[config.mk]
export PLATFORM = sky130hd
export DESIGN_NAME = bitmap_page_frame_allocator
export DESIGN_NICKNAME = d
export VERILOG_FILES = /design/src/hw/rtl/bpfa_pkg.sv /design/src/hw/rtl/bpfa_front.sv /design/src/hw/rtl/bpfa_queue.sv /design/src/hw/rtl/bpfa_back.sv /design/src/hw/rtl/bitmap_page_frame_allocator.sv
export SDC_FILE = /design/constraint.sdc
export NUM_CORES = 2
export LEC_CHECK = 0
export BUFFER_PORTS_ARGS = -buffer_cell sky130_fd_sc_hd__buf_2
export CAP_MARGIN = 20
export CORE_UTILIZATION = 45
export DETAILED_ROUTE_END_ITERATION = 7
export PLACE_DENSITY = 0.58
export SLEW_MARGIN = 10
export SYNTH_ARGS = -nofsm -noshare
export SYNTH_HDL_FRONTEND = slang
export SYNTH_MEMORY_MAX_BITS = 65536
export SYNTH_SLANG_ARGS = --single-unit
[constraint.sdc]
create_clock -name clk -period 5.9 [get_ports clk]
set_clock_uncertainty 0.05 [all_clocks]
set_input_delay 0.59 -clock clk [delete_from_list [all_inputs] [get_ports clk]]
set_output_delay 0.59 -clock clk [all_outputs]
set_load 0.02 [all_outputs]
[src/hw/rtl/bpfa_pkg.sv]
// Shared types and constants of the bitmap page frame allocator.
`default_nettype none

package bpfa_pkg;

	localparam int FRAME_W  = 52;
	localparam int COUNT_W  = 13;
	localparam int CFG_IDX_W = 1;

	// Configuration register indexes.
	localparam logic [CFG_IDX_W-1:0] CFG_BASE_FRAME   = 1'b0;
	localparam logic [CFG_IDX_W-1:0] CFG_TOTAL_FRAMES = 1'b1;

	typedef enum logic {
		OP_ALLOC = 1'b0,
		OP_FREE  = 1'b1
	} op_t;

	typedef enum logic [1:0] {
		ST_OK      = 2'd0,
		ST_NO_FREE = 2'd1,
		ST_RANGE   = 2'd2,
		ST_DOUBLE  = 2'd3
	} status_t;

	// Classified request handed from the front end to the back end.
	typedef struct packed {
		op_t                op;
		logic               hi_ok;
		logic [COUNT_W-1:0] off;
	} cmd_t;

	// Result beat; frame_out sits in the lowest bits.
	typedef struct packed {
		logic [COUNT_W-1:0] free_pages;
		logic [COUNT_W-1:0] used_pages;
		status_t            status;
		logic [FRAME_W-1:0] frame_out;
	} res_t;

	typedef enum logic [2:0] {
		BK_CLEAR,
		BK_IDLE,
		BK_PICK,
		BK_DIV,
		BK_READ,
		BK_EXEC
	} bk_state_t;

endpackage

`default_nettype wire

[src/hw/rtl/bpfa_front.sv]
// Front end: accepts request beats and classifies them into commands.
`default_nettype none

module bpfa_front
	import bpfa_pkg::*;
(
	input  wire logic               s_tvalid,
	output logic                    s_tready,
	input  wire logic [FRAME_W-1:0] frame_in,
	input  wire logic               op_in,
	input  wire logic [FRAME_W-1:0] base_frame,
	input  wire logic               q_ready,
	input  wire logic               clearing,
	output logic                    push,
	output cmd_t                    cmd
);

	logic [FRAME_W-1:0] offset;

	// The offset wraps modulo 2^52; only offsets below 2^13 can be in range.
	assign offset   = frame_in - base_frame;
	assign s_tready = q_ready && !clearing;
	assign push     = s_tvalid && s_tready;

	always_comb begin
		cmd.op    = op_t'(op_in);
		cmd.hi_ok = (offset[FRAME_W-1:COUNT_W] == '0);
		cmd.off   = offset[COUNT_W-1:0];
	end

endmodule

`default_nettype wire

[src/hw/rtl/bpfa_queue.sv]
// Two-entry command queue between the front end and the back end.
`default_nettype none

module bpfa_queue #(
	parameter int WIDTH = 15
) (
	input  wire logic             clk,
	input  wire logic             arst_n,
	input  wire logic             push,
	input  wire logic [WIDTH-1:0] din,
	output logic                  ready,
	input  wire logic             pop,
	output logic                  valid,
	output logic [WIDTH-1:0]      dout
);

	localparam int DEPTH = 2;
	localparam int PTR_W = $clog2(DEPTH);
	localparam int CNT_W = $clog2(DEPTH + 1);

	logic [WIDTH-1:0] entry_q [DEPTH];
	logic [PTR_W-1:0] wr_ptr_q;
	logic [PTR_W-1:0] rd_ptr_q;
	logic [CNT_W-1:0] count_q;
	logic             do_push;
	logic             do_pop;

	assign ready   = (count_q != CNT_W'(DEPTH));
	assign valid   = (count_q != '0);
	assign dout    = entry_q[rd_ptr_q];
	assign do_push = push && ready;
	assign do_pop  = pop && valid;

	always_ff @(posedge clk or negedge arst_n) begin
		if (!arst_n) begin
			wr_ptr_q <= '0;
			rd_ptr_q <= '0;
			count_q  <= '0;
		end else begin
			if (do_push) begin
				wr_ptr_q <= wr_ptr_q + PTR_W'(1);
			end
			if (do_pop) begin
				rd_ptr_q <= rd_ptr_q + PTR_W'(1);
			end
			if (do_push && !do_pop) begin
				count_q <= count_q + CNT_W'(1);
			end else if (do_pop && !do_push) begin
				count_q <= count_q - CNT_W'(1);
			end
		end
	end

	always_ff @(posedge clk) begin
		if (do_push) begin
			entry_q[wr_ptr_q] <= din;
		end
	end

endmodule

`default_nettype wire

[src/hw/rtl/bpfa_back.sv]
// Back end: bitmap memory, free-word search, update and result register.
`default_nettype none

module bpfa_back
	import bpfa_pkg::*;
#(
	parameter int MAX_FRAMES = 4096,
	parameter int WORD_BITS  = 64
) (
	input  wire logic               clk,
	input  wire logic               arst_n,
	input  wire logic               q_valid,
	input  wire cmd_t               q_cmd,
	output logic                    q_pop,
	input  wire logic [FRAME_W-1:0] base_frame,
	input  wire logic [$clog2(MAX_FRAMES/WORD_BITS+1)-1:0] words,
	input  wire logic [COUNT_W-1:0] managed,
	output logic                    clearing,
	output logic                    m_tvalid,
	input  wire logic               m_tready,
	output res_t                    res
);

	localparam int NUM_WORDS = MAX_FRAMES / WORD_BITS;
	localparam int WC_W      = $clog2(NUM_WORDS + 1);
	localparam int WI_W      = (NUM_WORDS > 1) ? $clog2(NUM_WORDS) : 1;
	localparam int BI_W      = $clog2(WORD_BITS);
	localparam int K         = COUNT_W + BI_W;
	localparam int RECIP     = ((1 << K) + WORD_BITS - 1) / WORD_BITS;
	localparam int RECIP_W   = $clog2(RECIP + 1);
	localparam int PROD_W    = COUNT_W + RECIP_W;
	localparam int NGROUPS   = (NUM_WORDS + 7) / 8;
	localparam int GI_W      = (NGROUPS > 1) ? $clog2(NGROUPS) : 1;
	localparam int PW_W      = GI_W + 3;
	localparam int FO_W      = $clog2(MAX_FRAMES + 1);

	bk_state_t state_q, state_d;

	logic [WORD_BITS-1:0] mem_q [NUM_WORDS];
	logic [WORD_BITS-1:0] rdata_q;
	logic [WI_W-1:0]      clr_q;
	logic [NUM_WORDS-1:0] full_q;
	logic [COUNT_W-1:0]   used_q;
	logic                 out_valid_q;
	res_t                 res_q;

	op_t                  op_q;
	logic [COUNT_W-1:0]   off_q;
	logic                 range_ok_q;
	logic [PROD_W-1:0]    prod_o_q;
	logic [WI_W-1:0]      w_q;
	logic [BI_W-1:0]      b_q;
	status_t              status_q;

	logic [NGROUPS-1:0]   grp_any_s1;
	logic [NGROUPS*3-1:0] grp_idx_s1;
	logic [NGROUPS*8-1:0] avail;
	logic [NGROUPS-1:0]   grp_any_c;
	logic [NGROUPS*3-1:0] grp_idx_c;

	logic                 pick_found;
	logic [PW_W-1:0]      pick_wide;
	logic [COUNT_W-1:0]   div_q;
	logic [WI_W-1:0]      div_w;
	logic [BI_W-1:0]      div_b;

	logic [WORD_BITS-1:0] inv;
	logic [WORD_BITS-1:0] low;
	logic [BI_W-1:0]      alloc_b;
	logic [WORD_BITS-1:0] new_word;
	logic                 new_full;
	logic                 do_write;
	logic [COUNT_W-1:0]   used_d;
	status_t              st_d;
	logic [FO_W-1:0]      frame_off;
	logic [FRAME_W-1:0]   frame_d;
	logic [COUNT_W-1:0]   free_d;

	logic                 fire;
	logic                 rd_en;
	logic                 wr_en;
	logic [WI_W-1:0]      wr_addr;
	logic [WORD_BITS-1:0] wr_data;

	assign clearing = (state_q == BK_CLEAR);
	assign m_tvalid = out_valid_q;
	assign res      = res_q;

	// A word can take an allocation if it is not full and lies in the managed range.
	always_comb begin
		avail = '0;
		for (int i = 0; i < NUM_WORDS; i++) begin
			avail[i] = !full_q[i] && (WC_W'(i) < words);
		end
	end

	// First search level: any free word per group of eight, and the lowest one.
	always_comb begin
		for (int g = 0; g < NGROUPS; g++) begin
			grp_any_c[g]       = |avail[g*8 +: 8];
			grp_idx_c[g*3 +: 3] = 3'd0;
			for (int j = 7; j >= 0; j--) begin
				if (avail[g*8 + j]) begin
					grp_idx_c[g*3 +: 3] = 3'(j);
				end
			end
		end
	end

	// Second search level: the lowest group that has a free word.
	always_comb begin
		pick_found = 1'b0;
		pick_wide  = '0;
		for (int g = NGROUPS - 1; g >= 0; g--) begin
			if (grp_any_s1[g]) begin
				pick_found = 1'b1;
				pick_wide  = PW_W'(g * 8) | PW_W'(grp_idx_s1[g*3 +: 3]);
			end
		end
	end

	// Offset split into word and bit by a reciprocal multiply, exact for 13-bit offsets.
	assign div_q = COUNT_W'(prod_o_q >> K);
	assign div_w = WI_W'(div_q);
	assign div_b = BI_W'(off_q - COUNT_W'(div_q * COUNT_W'(WORD_BITS)));

	// Word update: isolate the lowest clear bit for an allocation, or clear the freed bit for a free.
	always_comb begin
		inv      = ~rdata_q;
		low      = inv & (~inv + WORD_BITS'(1));
		alloc_b  = '0;
		for (int i = 0; i < WORD_BITS; i++) begin
			if (low[i]) begin
				alloc_b = alloc_b | BI_W'(i);
			end
		end
		new_word  = rdata_q | low;
		new_full  = &(rdata_q | low);
		do_write  = 1'b0;
		used_d    = used_q;
		st_d      = status_q;
		frame_off = FO_W'(w_q) * FO_W'(WORD_BITS) + FO_W'(alloc_b);
		frame_d   = '0;
		if (status_q == ST_OK) begin
			if (op_q == OP_ALLOC) begin
				do_write = 1'b1;
				used_d   = used_q + COUNT_W'(1);
				frame_d  = base_frame + FRAME_W'(frame_off);
			end else if (!rdata_q[b_q]) begin
				st_d = ST_DOUBLE;
			end else begin
				do_write = 1'b1;
				new_word = rdata_q & ~(WORD_BITS'(1) << b_q);
				new_full = 1'b0;
				used_d   = used_q - COUNT_W'(1);
			end
		end
		free_d = (managed > used_d) ? (managed - used_d) : '0;
	end

	always_comb begin
		state_d = state_q;
		q_pop   = 1'b0;
		rd_en   = 1'b0;
		wr_en   = 1'b0;
		fire    = 1'b0;
		wr_addr = w_q;
		wr_data = new_word;
		case (state_q)
			BK_CLEAR: begin
				wr_en   = 1'b1;
				wr_addr = clr_q;
				wr_data = '0;
				if (clr_q == WI_W'(NUM_WORDS - 1)) begin
					state_d = BK_IDLE;
				end
			end
			BK_IDLE: begin
				if (q_valid) begin
					q_pop   = 1'b1;
					state_d = (q_cmd.op == OP_ALLOC) ? BK_PICK : BK_DIV;
				end
			end
			BK_PICK: begin
				state_d = pick_found ? BK_READ : BK_EXEC;
			end
			BK_DIV: begin
				state_d = range_ok_q ? BK_READ : BK_EXEC;
			end
			BK_READ: begin
				rd_en   = 1'b1;
				state_d = BK_EXEC;
			end
			BK_EXEC: begin
				if (!out_valid_q || m_tready) begin
					fire    = 1'b1;
					wr_en   = do_write;
					state_d = BK_IDLE;
				end
			end
			default: begin
				state_d = BK_IDLE;
			end
		endcase
	end

	always_ff @(posedge clk or negedge arst_n) begin
		if (!arst_n) begin
			state_q <= BK_CLEAR;
		end else begin
			state_q <= state_d;
		end
	end

	always_ff @(posedge clk or negedge arst_n) begin
		if (!arst_n) begin
			clr_q       <= '0;
			full_q      <= '0;
			used_q      <= '0;
			out_valid_q <= 1'b0;
		end else begin
			if (state_q == BK_CLEAR) begin
				clr_q <= clr_q + WI_W'(1);
			end
			if (fire) begin
				out_valid_q <= 1'b1;
				used_q      <= used_d;
				if (do_write) begin
					full_q[w_q] <= new_full;
				end
			end else if (m_tready) begin
				out_valid_q <= 1'b0;
			end
		end
	end

	always_ff @(posedge clk) begin
		grp_any_s1 <= grp_any_c;
		grp_idx_s1 <= grp_idx_c;
		case (state_q)
			BK_IDLE: begin
				if (q_valid) begin
					op_q       <= q_cmd.op;
					off_q      <= q_cmd.off;
					range_ok_q <= q_cmd.hi_ok && (q_cmd.off < managed);
					prod_o_q   <= PROD_W'(q_cmd.off) * PROD_W'(RECIP);
				end
			end
			BK_PICK: begin
				w_q      <= WI_W'(pick_wide);
				status_q <= pick_found ? ST_OK : ST_NO_FREE;
			end
			BK_DIV: begin
				w_q      <= div_w;
				b_q      <= div_b;
				status_q <= range_ok_q ? ST_OK : ST_RANGE;
			end
			default: begin
			end
		endcase
		if (fire) begin
			res_q.frame_out  <= frame_d;
			res_q.status     <= st_d;
			res_q.used_pages <= used_d;
			res_q.free_pages <= free_d;
		end
	end

	always_ff @(posedge clk) begin
		if (wr_en) begin
			mem_q[wr_addr] <= wr_data;
		end
		if (rd_en) begin
			rdata_q <= mem_q[w_q];
		end
	end

endmodule

`default_nettype wire

[src/hw/rtl/bitmap_page_frame_allocator.sv]
// Top level of the bitmap page frame allocator: configuration, front end, queue, back end.
`default_nettype none

// Channel   Direction  Beat fields (lowest bit first)
// s_*       in         tdata: frame_in[51:0], zero pad to 56; tuser: op
// m_*       out        tdata: frame_out[51:0], status[1:0], used_pages[12:0], free_pages[12:0]
// cfg_*     in         index 0 base_frame, index 1 total_frames; one write per cycle
//
// An allocation runs through the group stage of the free-word search, group select, bitmap
// read and word update. A free runs through range check, word/bit split, read and update.
// No free frame or an out-of-range free skips the read; a double free still reads.
// Each request depends on the previous bitmap update.
// After reset a clearing pass writes all MAX_FRAMES/WORD_BITS words while s_tready is low.
// A two-entry queue keeps taking beats while a finished result waits on m_tready.

module bitmap_page_frame_allocator
	import bpfa_pkg::*;
#(
	parameter int MAX_FRAMES = 4096,
	parameter int WORD_BITS  = 64
) (
	input  wire logic                 clk,
	input  wire logic                 arst_n,
	input  wire logic                 cfg_we,
	input  wire logic [CFG_IDX_W-1:0] cfg_index,
	input  wire logic [FRAME_W-1:0]   cfg_wdata,
	input  wire logic                 s_tvalid,
	output logic                      s_tready,
	input  wire logic [55:0]          s_tdata,  // frame_in[51:0], zero pad
	input  wire logic [0:0]           s_tuser,  // op
	output logic                      m_tvalid,
	input  wire logic                 m_tready,
	output logic [79:0]               m_tdata   // frame_out, status, used_pages, free_pages
);

	localparam int NUM_WORDS = MAX_FRAMES / WORD_BITS;
	localparam int WC_W      = $clog2(NUM_WORDS + 1);
	localparam int BI_W      = $clog2(WORD_BITS);
	localparam int K         = COUNT_W + BI_W;
	localparam int RECIP     = ((1 << K) + WORD_BITS - 1) / WORD_BITS;
	localparam int RECIP_W   = $clog2(RECIP + 1);
	localparam int PROD_W    = COUNT_W + RECIP_W;
	localparam int MAXF_W    = $clog2(MAX_FRAMES + 1);
	localparam int CMP_W     = (MAXF_W > COUNT_W) ? MAXF_W : COUNT_W;
	localparam int RST_TOTAL = 4096;
	localparam int RST_NMIN  = (RST_TOTAL > MAX_FRAMES) ? MAX_FRAMES : RST_TOTAL;
	localparam int RST_PROD  = RST_NMIN * RECIP;
	localparam int RST_WORDS = RST_NMIN / WORD_BITS;
	localparam int RST_MNGD  = RST_WORDS * WORD_BITS;

	logic [FRAME_W-1:0] base_frame_q;
	logic [PROD_W-1:0]  geo_prod_q;
	logic [WC_W-1:0]    words_q;
	logic [COUNT_W-1:0] managed_q;
	logic [COUNT_W-1:0] wr_total;
	logic [COUNT_W-1:0] wr_nmin;
	logic [WC_W-1:0]    words_c;

	logic               clearing;
	logic               q_ready;
	logic               q_valid;
	logic               q_pop;
	logic               push;
	cmd_t               cmd_in;
	cmd_t               cmd_out;
	res_t               res;

	// The managed count is the configured count, capped at MAX_FRAMES and rounded down to
	// whole words. The reciprocal product is registered at the write, and the word and managed
	// counts are registered from it; the user must hold requests until they settle, unenforced.
	assign wr_total = cfg_wdata[COUNT_W-1:0];
	assign wr_nmin  = (CMP_W'(wr_total) > CMP_W'(MAX_FRAMES)) ? COUNT_W'(MAX_FRAMES)
	                                                          : wr_total;
	assign words_c  = WC_W'(geo_prod_q >> K);

	always_ff @(posedge clk or negedge arst_n) begin
		if (!arst_n) begin
			base_frame_q <= '0;
			geo_prod_q   <= PROD_W'(RST_PROD);
			words_q      <= WC_W'(RST_WORDS);
			managed_q    <= COUNT_W'(RST_MNGD);
		end else begin
			if (cfg_we) begin
				case (cfg_index)
					CFG_BASE_FRAME: begin
						base_frame_q <= cfg_wdata;
					end
					CFG_TOTAL_FRAMES: begin
						geo_prod_q <= PROD_W'(wr_nmin) * PROD_W'(RECIP);
					end
					default: begin
					end
				endcase
			end
			words_q   <= words_c;
			managed_q <= COUNT_W'(COUNT_W'(words_c) * COUNT_W'(WORD_BITS));
		end
	end

	bpfa_front u_front (
		.s_tvalid   (s_tvalid),
		.s_tready   (s_tready),
		.frame_in   (s_tdata[FRAME_W-1:0]),
		.op_in      (s_tuser[0]),
		.base_frame (base_frame_q),
		.q_ready    (q_ready),
		.clearing   (clearing),
		.push       (push),
		.cmd        (cmd_in)
	);

	bpfa_queue #(
		.WIDTH ($bits(cmd_t))
	) u_queue (
		.clk    (clk),
		.arst_n (arst_n),
		.push   (push),
		.din    (cmd_in),
		.ready  (q_ready),
		.pop    (q_pop),
		.valid  (q_valid),
		.dout   (cmd_out)
	);

	bpfa_back #(
		.MAX_FRAMES (MAX_FRAMES),
		.WORD_BITS  (WORD_BITS)
	) u_back (
		.clk        (clk),
		.arst_n     (arst_n),
		.q_valid    (q_valid),
		.q_cmd      (cmd_out),
		.q_pop      (q_pop),
		.base_frame (base_frame_q),
		.words      (words_q),
		.managed    (managed_q),
		.clearing   (clearing),
		.m_tvalid   (m_tvalid),
		.m_tready   (m_tready),
		.res        (res)
	);

	assign m_tdata = res;

	// No request is taken while the bitmap is still being cleared.
	a_no_accept_while_clearing: assert property (
		@(posedge clk) disable iff (!arst_n) clearing |-> !s_tready
	) else $error("request beat accepted during the bitmap clearing pass");

	// Only a successful allocation carries a frame number.
	a_frame_zero_on_error: assert property (
		@(posedge clk) disable iff (!arst_n)
		(m_tvalid && (res.status != ST_OK)) |-> (res.frame_out == '0)
	) else $error("rejected request returned a nonzero frame");

	// Used and free counts add up to the managed count unless free has saturated.
	a_counts_consistent: assert property (
		@(posedge clk) disable iff (!arst_n)
		m_tvalid |-> ((res.free_pages == '0) ||
			(({1'b0, res.used_pages} + {1'b0, res.free_pages}) == {1'b0, managed_q}))
	) else $error("used and free page counts do not match the managed count");

endmodule

`default_nettype wire
==> summary.txt <==
Run status
  • Outcome: complete, but fails checks
  • Failing checks: negative setup slack

Job
  • Maxcap violations: 0

Routing
  • 1st-iter DRT viols: 17,100
  • Final ANT Viol Nets: 0
  • Detailed-route DRC error count: 0
  • DR vias: 110,000
  • Via density per instance: about 6.7
  • Drt first pass iters: 7
  • WL per Instance: 38.3 µm
  • Total wire length: roughly 620 mm

Power
  • Worst vdd ir: ~0.0003 V
  • Sw Share: between 30% and 40%
  • Sequential Power Share: 45.9%
  • Lkg Pwr: 62.3 nW
  • Switching power total: 28.0 mW
  • Clock power share: 31.7%
  • Combinational Power Share: 22.4%
  • Internal power: 60.6 mW
  • Cell Pwr Density: 447 nW/µm²
  • Pwr Total: 88.5 mW

STA
  • # setup viols final: 2
  • RSZ-0062 raised after global routing: yes
  • Pins Over Slew Limit: 0
  • Final period demand of the worst path: about 5900 ps
  • Final Hold Vio Count: 0
  • Worst relative slew slack: about a fifth
  • Worst setup margin: -5.90 ps
  • Final worst-path cycle share: 100%
  • Fmax achieved: 169 MHz
  • Actual slew at the worst max-slew pin: 1200 ps

Die
  • Die height: 618 µm
  • Top Ports: 197
  • Core area: roughly 380,000 µm²
  • Die X: about 620 µm
  • Die footprint: 382,000 µm²
  • Initial Util: 45.3%
  • Cell row count: approximately 230

Clock network
  • Root buffer cell: clkbuf_16
  • Clock network latency to the later pin of the worst-skew pair: 1030 ps
  • CTS Buf Count: 444
  • CTS tree: yes
  • Clock Path Buffers: 4
  • Clk slew on worst S/H paths: around 60 ps
  • Clock Sinks: 4,487
  • # H-tree levels: 5

GRT
  • First-pass GRT wire length: ~850 mm
  • Antenna violations before repair: 48
  • Vias in the first global route: 104,000
  • Residual overflow from global routing: 0
  • Largest net degree at the start of global routing: 103
  • GRT Total Usage: between 30% and 40%

Finish
  • Synth-to-Final Area Change: 16.1%
  • Fin area: 198,000 µm²
  • Finished Layout Cells: 16,300
  • Util after Layout: 52.6%
  • Nets: 11,100
  • Share of cells above drive strength 1: 15.9%

Setup path
  • Crit path DAT: 6520 ps
  • Crit-path slowest cell: or4b_4
  • Crit path capture type: flip-flop
  • WS Path Type: reg -> reg
  • Critical Path Max Stage Delay: 500 ps
  • Worst endpoint required time: 6520 ps
  • Worst path bufs/invs: 4
  • Delay-heaviest family, CP: simple AND/OR/NAND/NOR gates
  • Crit path max fanout: 5
  • Top cell by count, worst path: o21ai_2
  • CP Launch Type: flip-flop

Logic synthesis
  • YS warnings: 0
  • Syn Inst Count: 10,200
  • Fraction of registers with async set/reset: 3.50%
  • Main combinational cell family by area after synthesis: compound AO/OA/AOI/OAI gates
  • Netlist cell types: just under 90
  • Synth area leaders: edfxtp_1, a22oi_1, dfrtp_1, a22o_1, a221oi_1
  • Mapped Nets: 10,400
  • Compound-Gate Fraction of Synth Area: 14.6%
  • Most frequent cell after synthesis: edfxtp_1
  • Sequential share of the synthesized area: 78.3%
  • Synth area leader: edfxtp_1
  • Top_reg_cell synth: edfxtp_1
  • Post-Synth Adder-Cell Area: 0.629%
  • Most instantiated cells after synthesis: edfxtp_1, a22oi_1, clkbuf_1
  • Simple-Gate Fraction of Synth Area: 3.64%
  • EDFF count, synth: approximately 4,300
  • Flop and latch count out of synthesis: 4,487
  • Average size of a mapped cell: 16.7 µm²
  • Top cell type's share of synthesized area: 75.7%
  • Mux cell area share after synthesis: 0.424%
  • Post-Synth XOR/XNOR Area: 0.575%
  • Cell Area, Synth: around 170,000 µm²

Worst hold path
  • Hold Crit Class: in -> reg

Placed design
  • Port Buf Inserts: ~190
  • Routability cong.: 0.934
  • Dpl cells: 15,400
  • Dpl hpwl: around 350 mm
  • Area after DPL: roughly 180,000 µm²
## cells by family after synthesis
| kind of cell | after synthesis |
|---|---|
| compound gates | 3412 |
| xor+xnor | 112 |
| fa+ha+maj | 85 |
| buf+inv | 790 |
| flops | 4487 |
| mux | 50 |
| simple gates | 1261 |
## power by group through the flow
stage / clock network, mW / registers, mW / logic [mW]
after floorplan: 0 / 41.5 / 9.27
after global placement: 0 / 41.2 / 18.9
after detailed placement: 0 / 41.2 / 19.2
after CTS: 28.2 / 40.6 / 19.3
after global routing: 29.4 / 40.7 / 20.5
final: 28.1 / 40.6 / 19.8
## final cells by class
cell class / instances / area, µm²
inverters: 137 / 515
clock buffers: 544 / 11600
fillers: 30000 / 178000
repair buffers: 895 / 7790
well taps: 4994 / 6250
multi-input cells: 4920 / 35500
flip-flops and latches: 4487 / 134000
clock inverters: 265 / 2700
diodes: 18 / 45.0
## flip-flops by register name (all words and copies together), names as in the netlist, 8 cells and up
register and cells:
u_back.rdata_q 64, u_back.grp_idx_s1 24, u_back.grp_any_s1 8, u_back.full_q 64
u_back.mem_q 4096, u_queue.entry_q 30, u_back.used_q 13, u_back.res 80
base_frame_q 52
## layer usage
metal | GRT usage (%) | share of wire (%) | vias up
met5 | 0 | 0.018 | -
met4 | 12.7 | 4.6 | 16
met3 | 6.56 | 12 | 1264
met2 | 48.6 | 45 | 7751
met1 | 44.5 | 39 | 56800
li1 | - | - | 43700
## placed cells by master, fill, tap and decap left out, types with 132 or more instances in the layout
cell type	count
edfxtp_1	4298
a22oi_1	1567
buf_4	536
clkbuf_16	448
nand2_1	310
a21oi_1	281
o21ai_0	277
a31oi_1	267
a22o_1	252
a221oi_1	249
nor2_1	239
buf_2	191
a41oi_1	162
dfrtp_1	155
nand4_1	143
inv_1	132
## worst paths after layout
| path | from | to | slack (ps) | cells after the start |
|---|---|---|---|---|
| worst max-delay path | u_back.rdata_q[3] | u_back.res[28] | -6 | 29 |
| worst min-delay path | m_tready | u_back.m_tvalid | 150 | 3 |
| worst max register to register | u_back.rdata_q[3] | u_back.res[28] | -6 | 29 |
| worst min register to register | geo_prod_q[25] | managed_q[12] | 310 | 0 |
| max in group asynchronous | arst_n | u_back.full_q[53] | 4330 | 3 |
| min in group asynchronous | arst_n | base_frame_q[13] | 220 | 2 |
## worst min-delay path, delay by kind of cell
family,cells,cell delay (ps)
buffers and inverters,1,80
and+or+nand+nor,2,430
## metrics by stage
step | setup TNS (ps) | hold slack [ps] | setup slack, ps
after floorplan | -34100 | 244 | -88.8
after global placement | -20250 | 306 | -951
after detailed placement | -17100 | 311 | -845
after CTS | 0 | 28.8 | 29.9
after global routing | -2080 | 80.8 | -172
final | -6.40 | 146 | -5.90
## timing repair
action / in CTS / in global routing
buffers inserted: 12 / 6
pin swaps: 21 / 29
resized for setup: 33 / 37
setup endpoints to repair: 35 / 41
hold endpoints to repair: 140 / 0
hold buffers: 55 / 0
gates cloned: 0 / 1
Power figures use the tool's default switching activity.
